==> config.mk <==
export PLATFORM = sky130hd
export DESIGN_NAME = scrambled_text_stream_decoder_core
export DESIGN_NICKNAME = d
export VERILOG_FILES = /design/src/stdec_pkg.sv /design/src/stdec_step.sv /design/src/stdec_queue.sv /design/src/scrambled_text_stream_decoder_core.sv
export SDC_FILE = /design/constraint.sdc
export NUM_CORES = 1
export LEC_CHECK = 0
export BUFFER_PORTS_ARGS = -buffer_cell sky130_fd_sc_hd__buf_2
export CAP_MARGIN = 20
export CORE_MARGIN = 5
export CORE_UTILIZATION = 48
export CTS_CLUSTER_SIZE = 24
export DETAILED_ROUTE_END_ITERATION = 8
export PLACE_DENSITY_LB_ADDON = 0.12
export SKIP_CTS_REPAIR_TIMING = 1
export SYNTH_ARGS = -nofsm -noshare
export SYNTH_HDL_FRONTEND = slang
export SYNTH_SLANG_ARGS = --single-unit
export TNS_END_PERCENT = 5
==> constraint.sdc <==
create_clock -name clk_i -period 5.35 [get_ports clk_i]
set_input_delay 0.2675 -clock clk_i [delete_from_list [all_inputs] [get_ports clk_i]]
set_output_delay 0.2675 -clock clk_i [all_outputs]
set_load 0.01 [all_outputs]
==> src/stdec_pkg.sv <==
`timescale 1ns / 1ps

package stdec_pkg;

  // Header bytes and decode constants
  localparam logic [7:0]  MagicByte  = 8'hFE;
  localparam logic [15:0] MarkUnit   = 16'hFEFF;
  localparam logic [15:0] SmallLimit = 16'h0020;
  localparam logic [15:0] OddMask    = 16'hAAAA;
  localparam logic [15:0] EvenMask   = 16'h5555;

  // Header phases; anything above the last reserved byte is the data phase
  localparam logic [2:0] PhMagic0 = 3'd0;
  localparam logic [2:0] PhMagic1 = 3'd1;
  localparam logic [2:0] PhMode   = 3'd2;
  localparam logic [2:0] PhRsv0   = 3'd3;
  localparam logic [2:0] PhRsv1   = 3'd4;
  localparam logic [2:0] PhData   = 3'd5;

  // Result status codes
  localparam logic [2:0] StUnit     = 3'd0;
  localparam logic [2:0] StDone     = 3'd1;
  localparam logic [2:0] StBadMagic = 3'd2;
  localparam logic [2:0] StBadMode  = 3'd3;
  localparam logic [2:0] StShort    = 3'd4;

  // Result queue depth
  localparam int unsigned QueueDepth = 4;
  localparam int unsigned PtrW       = $clog2(QueueDepth);
  localparam int unsigned CntW       = $clog2(QueueDepth + 1);

  // Decoder state carried from byte to byte
  typedef struct packed {
    logic [2:0] header_phase;
    logic       mode_bit;
    logic [7:0] low_half;
    logic       half_pending;
    logic       discarding;
  } dec_state_t;

  // One result item
  typedef struct packed {
    logic [15:0] code_unit;
    logic [2:0]  status;
    logic        final_res;
  } result_t;

endpackage

==> src/stdec_step.sv <==
`timescale 1ns / 1ps

module stdec_step (
  input  stdec_pkg::dec_state_t state_i,
  input  logic [7:0]            data_byte_i,
  input  logic                  end_of_file_i,
  output stdec_pkg::dec_state_t state_o,
  output logic [1:0]            res_count_o,
  output stdec_pkg::result_t    res0_o,
  output stdec_pkg::result_t    res1_o
);

  logic        fail_en;
  logic [2:0]  fail_st;
  logic [15:0] unit;
  logic [15:0] decoded;

  // Assemble the little-endian unit and decode it for the current mode
  assign unit = {data_byte_i, state_i.low_half};

  always_comb begin
    if (state_i.mode_bit) begin
      decoded = ((unit & stdec_pkg::OddMask) >> 1) | ((unit & stdec_pkg::EvenMask) << 1);
    end else if (unit >= stdec_pkg::SmallLimit) begin
      decoded = unit ^ {unit[7:1], 1'b0, 8'h01};
    end else begin
      decoded = unit;
    end
  end

  // Walk the header, pair data bytes, flag errors
  always_comb begin
    state_o     = state_i;
    res_count_o = 2'd0;
    res0_o      = '0;
    res1_o      = '0;
    fail_en     = 1'b0;
    fail_st     = stdec_pkg::StShort;

    if (state_i.discarding) begin
      if (end_of_file_i) begin
        state_o = '0;
      end
    end else begin
      case (state_i.header_phase)
        stdec_pkg::PhMagic0: begin
          if (end_of_file_i) begin
            fail_en = 1'b1;
          end else begin
            state_o.low_half     = {7'd0, data_byte_i != stdec_pkg::MagicByte};
            state_o.header_phase = stdec_pkg::PhMagic1;
          end
        end
        stdec_pkg::PhMagic1: begin
          if (end_of_file_i) begin
            fail_en = 1'b1;
          end else if (state_i.low_half != 8'd0 || data_byte_i != stdec_pkg::MagicByte) begin
            fail_en = 1'b1;
            fail_st = stdec_pkg::StBadMagic;
          end else begin
            state_o.low_half     = 8'd0;
            state_o.header_phase = stdec_pkg::PhMode;
          end
        end
        stdec_pkg::PhMode: begin
          if (data_byte_i > 8'd1) begin
            fail_en = 1'b1;
            fail_st = stdec_pkg::StBadMode;
          end else if (end_of_file_i) begin
            fail_en = 1'b1;
          end else begin
            state_o.mode_bit     = data_byte_i[0];
            state_o.header_phase = stdec_pkg::PhRsv0;
          end
        end
        stdec_pkg::PhRsv0: begin
          if (end_of_file_i) begin
            fail_en = 1'b1;
          end else begin
            state_o.header_phase = stdec_pkg::PhRsv1;
          end
        end
        stdec_pkg::PhRsv1: begin
          res0_o      = '{code_unit: stdec_pkg::MarkUnit, status: stdec_pkg::StUnit,
                          final_res: 1'b0};
          res_count_o = 2'd1;
          if (end_of_file_i) begin
            res1_o      = '{code_unit: 16'd0, status: stdec_pkg::StDone, final_res: 1'b1};
            res_count_o = 2'd2;
            state_o     = '0;
          end else begin
            state_o.header_phase = stdec_pkg::PhData;
          end
        end
        default: begin
          // data phase: hold a low byte or complete a unit
          if (state_i.half_pending) begin
            res0_o               = '{code_unit: decoded, status: stdec_pkg::StUnit,
                                     final_res: 1'b0};
            res_count_o          = 2'd1;
            state_o.half_pending = 1'b0;
            state_o.low_half     = 8'd0;
          end else begin
            state_o.low_half     = data_byte_i;
            state_o.half_pending = 1'b1;
          end
          if (end_of_file_i) begin
            if (state_i.half_pending) begin
              res1_o      = '{code_unit: 16'd0, status: stdec_pkg::StDone, final_res: 1'b1};
              res_count_o = 2'd2;
            end else begin
              res0_o      = '{code_unit: 16'd0, status: stdec_pkg::StDone, final_res: 1'b1};
              res_count_o = 2'd1;
            end
            state_o = '0;
          end
        end
      endcase

      // Report an error; swallow the rest of the file unless this byte ends it
      if (fail_en) begin
        res0_o             = '{code_unit: 16'd0, status: fail_st, final_res: 1'b1};
        res_count_o        = 2'd1;
        state_o            = '0;
        state_o.discarding = ~end_of_file_i;
      end
    end
  end

endmodule

==> src/stdec_queue.sv <==
`timescale 1ns / 1ps

module stdec_queue (
  input  logic               clk_i,
  input  logic               rst_ni,
  input  logic [1:0]         push_count_i,
  input  stdec_pkg::result_t push0_i,
  input  stdec_pkg::result_t push1_i,
  input  logic               pop_i,
  output logic               room_o,
  output logic               valid_o,
  output stdec_pkg::result_t head_o
);

  stdec_pkg::result_t mem_q [stdec_pkg::QueueDepth];

  logic [stdec_pkg::PtrW-1:0] wr_q, wr_d;
  logic [stdec_pkg::PtrW-1:0] rd_q, rd_d;
  logic [stdec_pkg::CntW-1:0] cnt_q, cnt_d;
  logic [stdec_pkg::PtrW-1:0] wr_next;

  assign wr_next = wr_q + stdec_pkg::PtrW'(1);

  // Two free slots guarantee space for the largest burst of one byte
  assign room_o  = cnt_q <= stdec_pkg::CntW'(stdec_pkg::QueueDepth - 2);
  assign valid_o = cnt_q != '0;
  assign head_o  = mem_q[rd_q];

  // Advance pointers and occupancy
  always_comb begin
    wr_d  = wr_q + stdec_pkg::PtrW'(push_count_i);
    rd_d  = rd_q + stdec_pkg::PtrW'(pop_i);
    cnt_d = cnt_q + stdec_pkg::CntW'(push_count_i) - stdec_pkg::CntW'(pop_i);
  end

  always_ff @(posedge clk_i or negedge rst_ni) begin
    if (!rst_ni) begin
      wr_q  <= '0;
      rd_q  <= '0;
      cnt_q <= '0;
    end else begin
      wr_q  <= wr_d;
      rd_q  <= rd_d;
      cnt_q <= cnt_d;
    end
  end

  // Store incoming results
  always_ff @(posedge clk_i) begin
    if (push_count_i != 2'd0) begin
      mem_q[wr_q] <= push0_i;
    end
    if (push_count_i == 2'd2) begin
      mem_q[wr_next] <= push1_i;
    end
  end

endmodule

==> src/scrambled_text_stream_decoder_core.sv <==
`timescale 1ns / 1ps
// Channel   Direction  Handshake              Payload
// s_axis    in         tvalid/tready          tdata[7:0] data_byte, tlast end_of_file
// m_axis    out        tvalid/tready          tdata[15:0] code_unit, tuser[2:0] status,
//                                             tlast final_res
//
// One input byte is taken per cycle; it yields up to two results, which enter a
// four-entry result queue in the same cycle and leave at one per cycle while m_axis_tready is high.
// The input side stalls only while the queue has fewer than two free entries.
// Reset clears the header tracking state and empties the queue.
// A file whose end yields both a unit and a done result pushes both into the queue from one byte.

module scrambled_text_stream_decoder_core (
  input  logic        clk_i,
  input  logic        rst_ni,
  input  logic        s_axis_tvalid,
  output logic        s_axis_tready,
  input  logic [7:0]  s_axis_tdata,   // [7:0] data_byte
  input  logic        s_axis_tlast,
  output logic        m_axis_tvalid,
  input  logic        m_axis_tready,
  output logic [15:0] m_axis_tdata,   // [15:0] code_unit
  output logic [2:0]  m_axis_tuser,   // [2:0] status
  output logic        m_axis_tlast
);

  stdec_pkg::dec_state_t state_q, state_d;
  stdec_pkg::dec_state_t step_state;
  stdec_pkg::result_t    res0, res1, head;
  logic [1:0]            res_count;
  logic [1:0]            push_count;
  logic                  in_fire;
  logic                  room;

  assign s_axis_tready = room;
  assign in_fire       = s_axis_tvalid & room;

  stdec_step u_step (
    .state_i       (state_q),
    .data_byte_i   (s_axis_tdata),
    .end_of_file_i (s_axis_tlast),
    .state_o       (step_state),
    .res_count_o   (res_count),
    .res0_o        (res0),
    .res1_o        (res1)
  );

  // Commit state and results only on an input transfer
  assign state_d    = in_fire ? step_state : state_q;
  assign push_count = in_fire ? res_count : 2'd0;

  always_ff @(posedge clk_i or negedge rst_ni) begin
    if (!rst_ni) begin
      state_q <= '0;
    end else begin
      state_q <= state_d;
    end
  end

  stdec_queue u_queue (
    .clk_i        (clk_i),
    .rst_ni       (rst_ni),
    .push_count_i (push_count),
    .push0_i      (res0),
    .push1_i      (res1),
    .pop_i        (m_axis_tvalid & m_axis_tready),
    .room_o       (room),
    .valid_o      (m_axis_tvalid),
    .head_o       (head)
  );

  assign m_axis_tdata = head.code_unit;
  assign m_axis_tuser = head.status;
  assign m_axis_tlast = head.final_res;

endmodule

== Yosys cells after proc, flatten, opt, wreduce, memory -nomap -nowiden ==
Memories as Yosys holds them, arrays and structs flattened.
Cells that the tools add are included.

* Flip-flop bits (word level): 21
* Bits in writable memories: 80
* Input bits: 13
* Memories: 1

* Add/sub/neg operators: 5
* Magnitude comparators: 3
* Equality and inequality tests: 17
* Mux-type cells: 55
* Bitwise gates (word level): 5
* Reduce and logical (&&, ||, !) cells: 15

{| class="wikitable"
|+ Memories
! memory !! words !! bits a word !! rd ports !! clocked after Yosys merged registers in !! wr ports !! line !! text
|-
| u_queue.mem_q || 4 || 20 || 1 || 0 || 2 || stdec_queue.sv:15 || <nowiki>stdec_pkg::result_t mem_q [stdec_pkg::QueueDepth];</nowiki>
|}

{| class="wikitable"
|+ Operators with widths
! operator !! number
|-
| 20-bit two-way mux || 7
|-
| 20-bit case mux with 2 select lines || 2
|-
| 14-bit two-way mux || 4
|-
| 16-bit two-way mux || 2
|-
| 8-bit case mux with 4 select lines || 1
|-
| 3-bit two-way mux || 8
|-
| 8-bit two-way mux || 3
|-
| 16-bit by 6-bit >= comparator with 1-bit output (second input constant) || 1
|-
| 2-bit two-way mux || 8
|-
| 4-bit by 3-bit != test with 1-bit output (second input constant) || 4
|-
| 15-bit by 16-bit OR with 16-bit output || 1
|-
| 16-bit bitwise XOR || 1
|-
| 3-bit case mux with 5 select lines || 1
|-
| 7-bit AND reduction || 2
|-
| 11-bit two-way mux || 1
|-
| 1-bit two-way mux || 10
|-
| 9-bit two-way mux || 1
|-
| 3-bit by 1-bit != test with 1-bit output (second input constant) || 3
|-
| 9-bit AND reduction || 1
|-
| 8-bit by 1-bit greater-than comparator with 1-bit output (second input constant) || 1
|-
| 4-bit two-way mux || 2
|-
| 4-bit != test (second input constant) || 2
|-
| 8-bit != test (second input constant) || 1
|-
| 2-bit case mux with 2 select lines || 2
|-
| 26 further kinds || 31
|}

== Depth between registers and ports, before layout ==
* Depth in word-level cells: 12
* Depth in mapped cells: 14
* Mapped depth without buffers: 10

== Cells and area by module ==
A second synthesis with hierarchy kept.

* Cells, all modules: 456
* Area, all modules: 6,256.0 µm²

{| class="wikitable"
|+ Modules (own cells, without submodules)
! module !! times used !! cells each !! area an instance (µm²) !! sequential area each (µm²)
|-
| stdec_queue || 1 || 231 || 4,431.8 || 2,577.5
|-
| stdec_step || 1 || 192 || 1,242.4 || 0.0
|-
| scrambled_text_stream_decoder_core || 1 || 33 || 581.8 || 350.3
|}

== Worst setup path before layout ==
Ideal clock, no wire load.

* Path type: register to register
* Start: reg state_q[1] in the netlist's numbering
* End: reg u_queue.cnt_q[2] in the netlist's numbering
* Library setup time: 0.080 ns
* Arrival time: 2.864 ns
* Slack: 2.407 ns
* Cell stages (with the launch flop): 15
* Path buffers: 4
* Cell sequence: dfrtp_1 clkbuf_1 inv_1 clkbuf_1 ha_1 a311oi_1 o211ai_2 clkbuf_1 clkbuf_1 and2_1 ha_1 inv_1 fa_1 xor2_1 xnor2_1

* Longest elaborated chain between the ends: 8

{| class="wikitable"
|+ RTL lines
! element !! line !! text
|-
| start: declaration || scrambled_text_stream_decoder_core.sv:27 || <nowiki>stdec_pkg::dec_state_t state_q, state_d;</nowiki>
|-
| start signal: assignment || scrambled_text_stream_decoder_core.sv:56 || <nowiki>state_q <= state_d;</nowiki>
|-
| 1-bit two-way mux or 2-bit two-way mux (tied branches) || stdec_step.sv:97, stdec_step.sv:108 ||
|-
| 2-bit two-way mux (*) || stdec_step.sv:107 || <nowiki>if (end_of_file_i) begin</nowiki>
|-
| 2-bit case mux with 2 select lines (*) || stdec_step.sv:45 || <nowiki>case (state_i.header_phase)</nowiki>
|-
| 2-bit two-way mux (*) || stdec_step.sv:121 || <nowiki>if (fail_en) begin</nowiki>
|-
| 2-bit two-way mux (*) || stdec_step.sv:40 || <nowiki>if (state_i.discarding) begin</nowiki>
|-
| 2-bit two-way mux (*) || scrambled_text_stream_decoder_core.sv:50 || <nowiki>assign push_count = in_fire ? res_count : 2'd0;</nowiki>
|-
| 3-bit by 2-bit adder with 3-bit output (*) || stdec_queue.sv:33 || <nowiki>cnt_d = cnt_q + stdec_pkg::CntW'(push_count_i) - stdec_pkg::CntW'(pop_i);</nowiki>
|-
| 3-bit by 1-bit subtractor with 3-bit output (*) || stdec_queue.sv:33 ||
|-
| net u_queue.cnt_d (one bit) || stdec_queue.sv:19 || <nowiki>logic [stdec_pkg::CntW-1:0] cnt_q, cnt_d;</nowiki>
|-
| end signal: assignment || stdec_queue.sv:44 || <nowiki>cnt_q <= cnt_d;</nowiki>
|-
| end: declaration || stdec_queue.sv:19 ||
|}

Mark *: on every way through the listed nets, which the timed path passes. The rest lies on a longest branch.
A chain may end at the register's enable or synchronous reset.

== Worst setup path after layout ==
Ends and elaborated chain as after synthesis.

==> results.json <==
{
  "outcome": "finished clean",
  "gp_congestion": 0.901,
  "swShare_pct": 39.7,
  "grt_pass1_wl_um": 21500,
  "power_per_cell_area_nw_per_um2": 526,
  "maxCapViolCount": 0,
  "fin_nets": 540,
  "ys_ff_latch": 101,
  "period_share_pct": 65.4,
  "die_x_um": 116,
  "hold_viol_final": 0,
  "io_buffers": 34,
  "ys_seq_area_share_pct": 40.6,
  "die_area_sq_um": 13500,
  "arrival_ns": 3.77,
  "htree_levels": 3,
  "synth_edf_count": 8,
  "clkSinkCount": 101,
  "cp-start-kind": "flop",
  "p_leak_nw": 2.67,
  "post-route-drc-count": 0,
  "fin_crit_ns": 3.50,
  "synth.top_cell.area_share_pct": 26.5,
  "synth_top_area_cell": "dfxtp_1",
  "ios": 35,
  "fmaxAchievable_mhz": 286,
  "seq_power_share_pct": 39.3,
  "cell_internal_pwr_mw": 1.85,
  "antenna_left": 0,
  "wl_um": 13100,
  "synth_area_leaders": "dfxtp_1 27%, mux2i_1 15%, dfrtp_1 9.7%, o21ai_0 9.0%, mux4_2 8.3%",
  "syn_to_final_growth_pct": 7.09,
  "grtUsageMet3_pct": 4.82,
  "n_antenna_cell": 0,
  "cts_tree": "done",
  "setup_viol": 0,
  "drive_above_1_share_pct": 16.3,
  "root_buffer": "clkbuf_16",
  "crit_slowest_cell": "a311oi_1",
  "overflow": 0,
  "clk_latency_ns": 0.35,
  "synth_area_per_cell_sq_um": 10.6,
  "tightestPinTransition_ns": 1.08,
  "synth_cell_type_count": 59,
  "p_comb_share_pct": 39.8,
  "ys.flop_type": "dfxtp_1",
  "netSwitchingPower_mw": 1.22,
  "path_clk_slew_ns": 0.07,
  "grt_pass1_vias": 4070,
  "antenna_found_initial": 0,
  "ir_drop_mv": 0.278,
  "num_vias": 4035,
  "finalSetupTns_ns": 0,
  "critPathMaxStageDelay_ns": 0.52,
  "core-area_sq_um": 11000,
  "synth_area_sq_um": 5430,
  "holdWs_ns": 0.223,
  "worstPathRequired_ns": 5.62,
  "grtUsageMet1_pct": 28.1,
  "drv_slew": 0,
  "core.rowCount": 38,
  "syn_nets": 535,
  "grtUsageTotal_pct": 20.5,
  "yosys_warnings": 0,
  "dp_hpwl_um": 8700,
  "dr.pass1.iters": 4,
  "hold_class": "input pin to flop",
  "die_height_um": 116,
  "crit_buf_inv": 3,
  "drt-initial-drc-count": 291,
  "skew_ns": 0.00834,
  "path_delay_family": "compound AO/OA/AOI/OAI gates",
  "worst-path-max-fanout": 57,
  "worstPathCellList": "inv_1 > ha_1 > a311oi_1 > o211ai_4 > buf_4 > and2_1 > ha_1 > inv_1 > fa_1 > xor2_1 > xnor2_1",
  "reg2reg_slack_ns": 1.85,
  "crit_type": "flop to flop",
  "top_usage_layer": "met2",
  "grt_max_degree": 58,
  "max-slew-margin-rel_pct": 28.1,
  "start_util_pct": 49.5,
  "rsz0062_at_grt": "false",
  "endpoint_kind": "flop",
  "wl_per_cell_um": 19.8,
  "async_flop_share_pct": 20.8,
  "gr-usage-met2_pct": 31.9,
  "vias_per_cell": 6.09,
  "clk_path_buf_depth": 2,
  "power.share.clock_pct": 20.9,
  "syn_inst": 513,
  "cts_buffers": 9
}
## cell usage in the layout, fill, tap and decap left out, types with 3 or more instances in the layout
| cell type | synthesis | layout |
|---|---|---|
| a2111o_1 | 4 | 4 |
| a21boi_4 | 4 | 4 |
| a21o_1 | 3 | 3 |
| a21oi_1 | 18 | 18 |
| a22o_1 | 9 | 9 |
| a31oi_1 | 3 | 3 |
| and2_1 | 3 | 3 |
| buf_2 | 4 | 34 |
| clkbuf_16 | 0 | 9 |
| dfrtp_1 | 21 | 21 |
| dfxtp_1 | 72 | 72 |
| edfxtp_1 | 8 | 8 |
| ha_1 | 8 | 8 |
| inv_1 | 10 | 10 |
| mux2i_1 | 80 | 80 |
| mux4_2 | 20 | 20 |
| nand2_1 | 25 | 25 |
| nand3_1 | 8 | 8 |
| nand4_1 | 8 | 8 |
| nor2_1 | 9 | 9 |
| nor3_1 | 6 | 6 |
| nor3b_1 | 3 | 3 |
| o21ai_0 | 98 | 98 |
| or2_2 | 4 | 4 |
| xnor2_1 | 4 | 4 |
| xor2_1 | 5 | 5 |
## cell type report
class | count | area, sq um
fillers | 988 | 5160
clock buffers | 13 | 260
clock inverters | 3 | 28.8
well taps | 140 | 175
repair buffers | 37 | 195
flip-flops and latches | 101 | 2210
inverters | 10 | 37.5
multi-input cells | 359 | 2910
## worst paths after layout
check,cells after the start,end,from
setup / recovery,11,u_queue.cnt_q[2],state_q[1]
setup reg to reg,11,u_queue.cnt_q[2],state_q[1]
max in group asynchronous,2,state_q[2],rst_ni
hold / removal,2,state_q[9],s_axis_tdata[7]
hold reg to reg,2,u_queue.mem_q[3][18],u_queue.mem_q[3][18]
min in group asynchronous,2,state_q[1],rst_ni
## cells in the mapped netlist (8+ instances only)
| library cell | count |
|---|---|
| mux4_2 | 20 |
| inv_1 | 10 |
| a21oi_1 | 18 |
| o21ai_0 | 98 |
| nand3_1 | 8 |
| edfxtp_1 | 8 |
| nand4_1 | 8 |
| clkbuf_1 | 25 |
| a22o_1 | 9 |
| ha_1 | 8 |
| nand2_1 | 25 |
| dfxtp_1 | 72 |
| dfrtp_1 | 21 |
| mux2i_1 | 80 |
| nor2_1 | 9 |
## through the flow
stage | worst slack, ns | utilization (%) | power (mW) | cell area, sq um | cells
after floorplan | 2.41 | - | 2.14 | 5430 | 513
after global placement | 1.98 | 50.3 | 2.40 | 5520 | 646
after detailed placement | 1.92 | 50.3 | 2.43 | 5520 | 646
after CTS | 1.89 | 52.9 | 3.08 | 5810 | 662
after global routing | 1.67 | 53.0 | 3.28 | 5820 | 663
final | 1.85 | 53.0 | 3.06 | 5820 | 663
## power groups by stage
stage                     sequential, mW  combinational (mW)  clock [mW]
after global routing                1.24                1.35       0.689
after CTS                           1.20                1.22       0.652
after floorplan                     1.08                1.06           0
final                               1.20                1.22       0.639
after global placement              1.21                1.20           0
after detailed placement            1.22                1.22           0
## kinds of logic (layout without fill, tap and decap cells)
group / Yosys count / after routing / synth area share, %
mux: 102 / 102 / 23.4
flops: 101 / 101 / 40.6
xor+xnor: 9 / 9 / 1.45
fa+ha+maj: 9 / 9 / 2.21
simple gates: 83 / 83 / 8.43
buf+inv: 53 / 63 / 5.90
compound gates: 156 / 156 / 17.9
## routing by layer
| layer | part of all wire [%] | up-vias |
|---|---|---|
| li1 | - | 1935 |
| met1 | 48 | 1998 |
| met2 | 46 | 82 |
| met3 | 4.0 | 20 |
| met4 | 1.8 | 0 |
| met5 | 0 | - |
## state kept, by name, summed over array words and instances, names as in the netlist
register       count
u_queue.cnt_q      3
u_queue.wr_q       2
u_queue.rd_q       2
u_queue.mem_q     80
state_q           14
No activity file was read; power rests on OpenSTA's default activity.
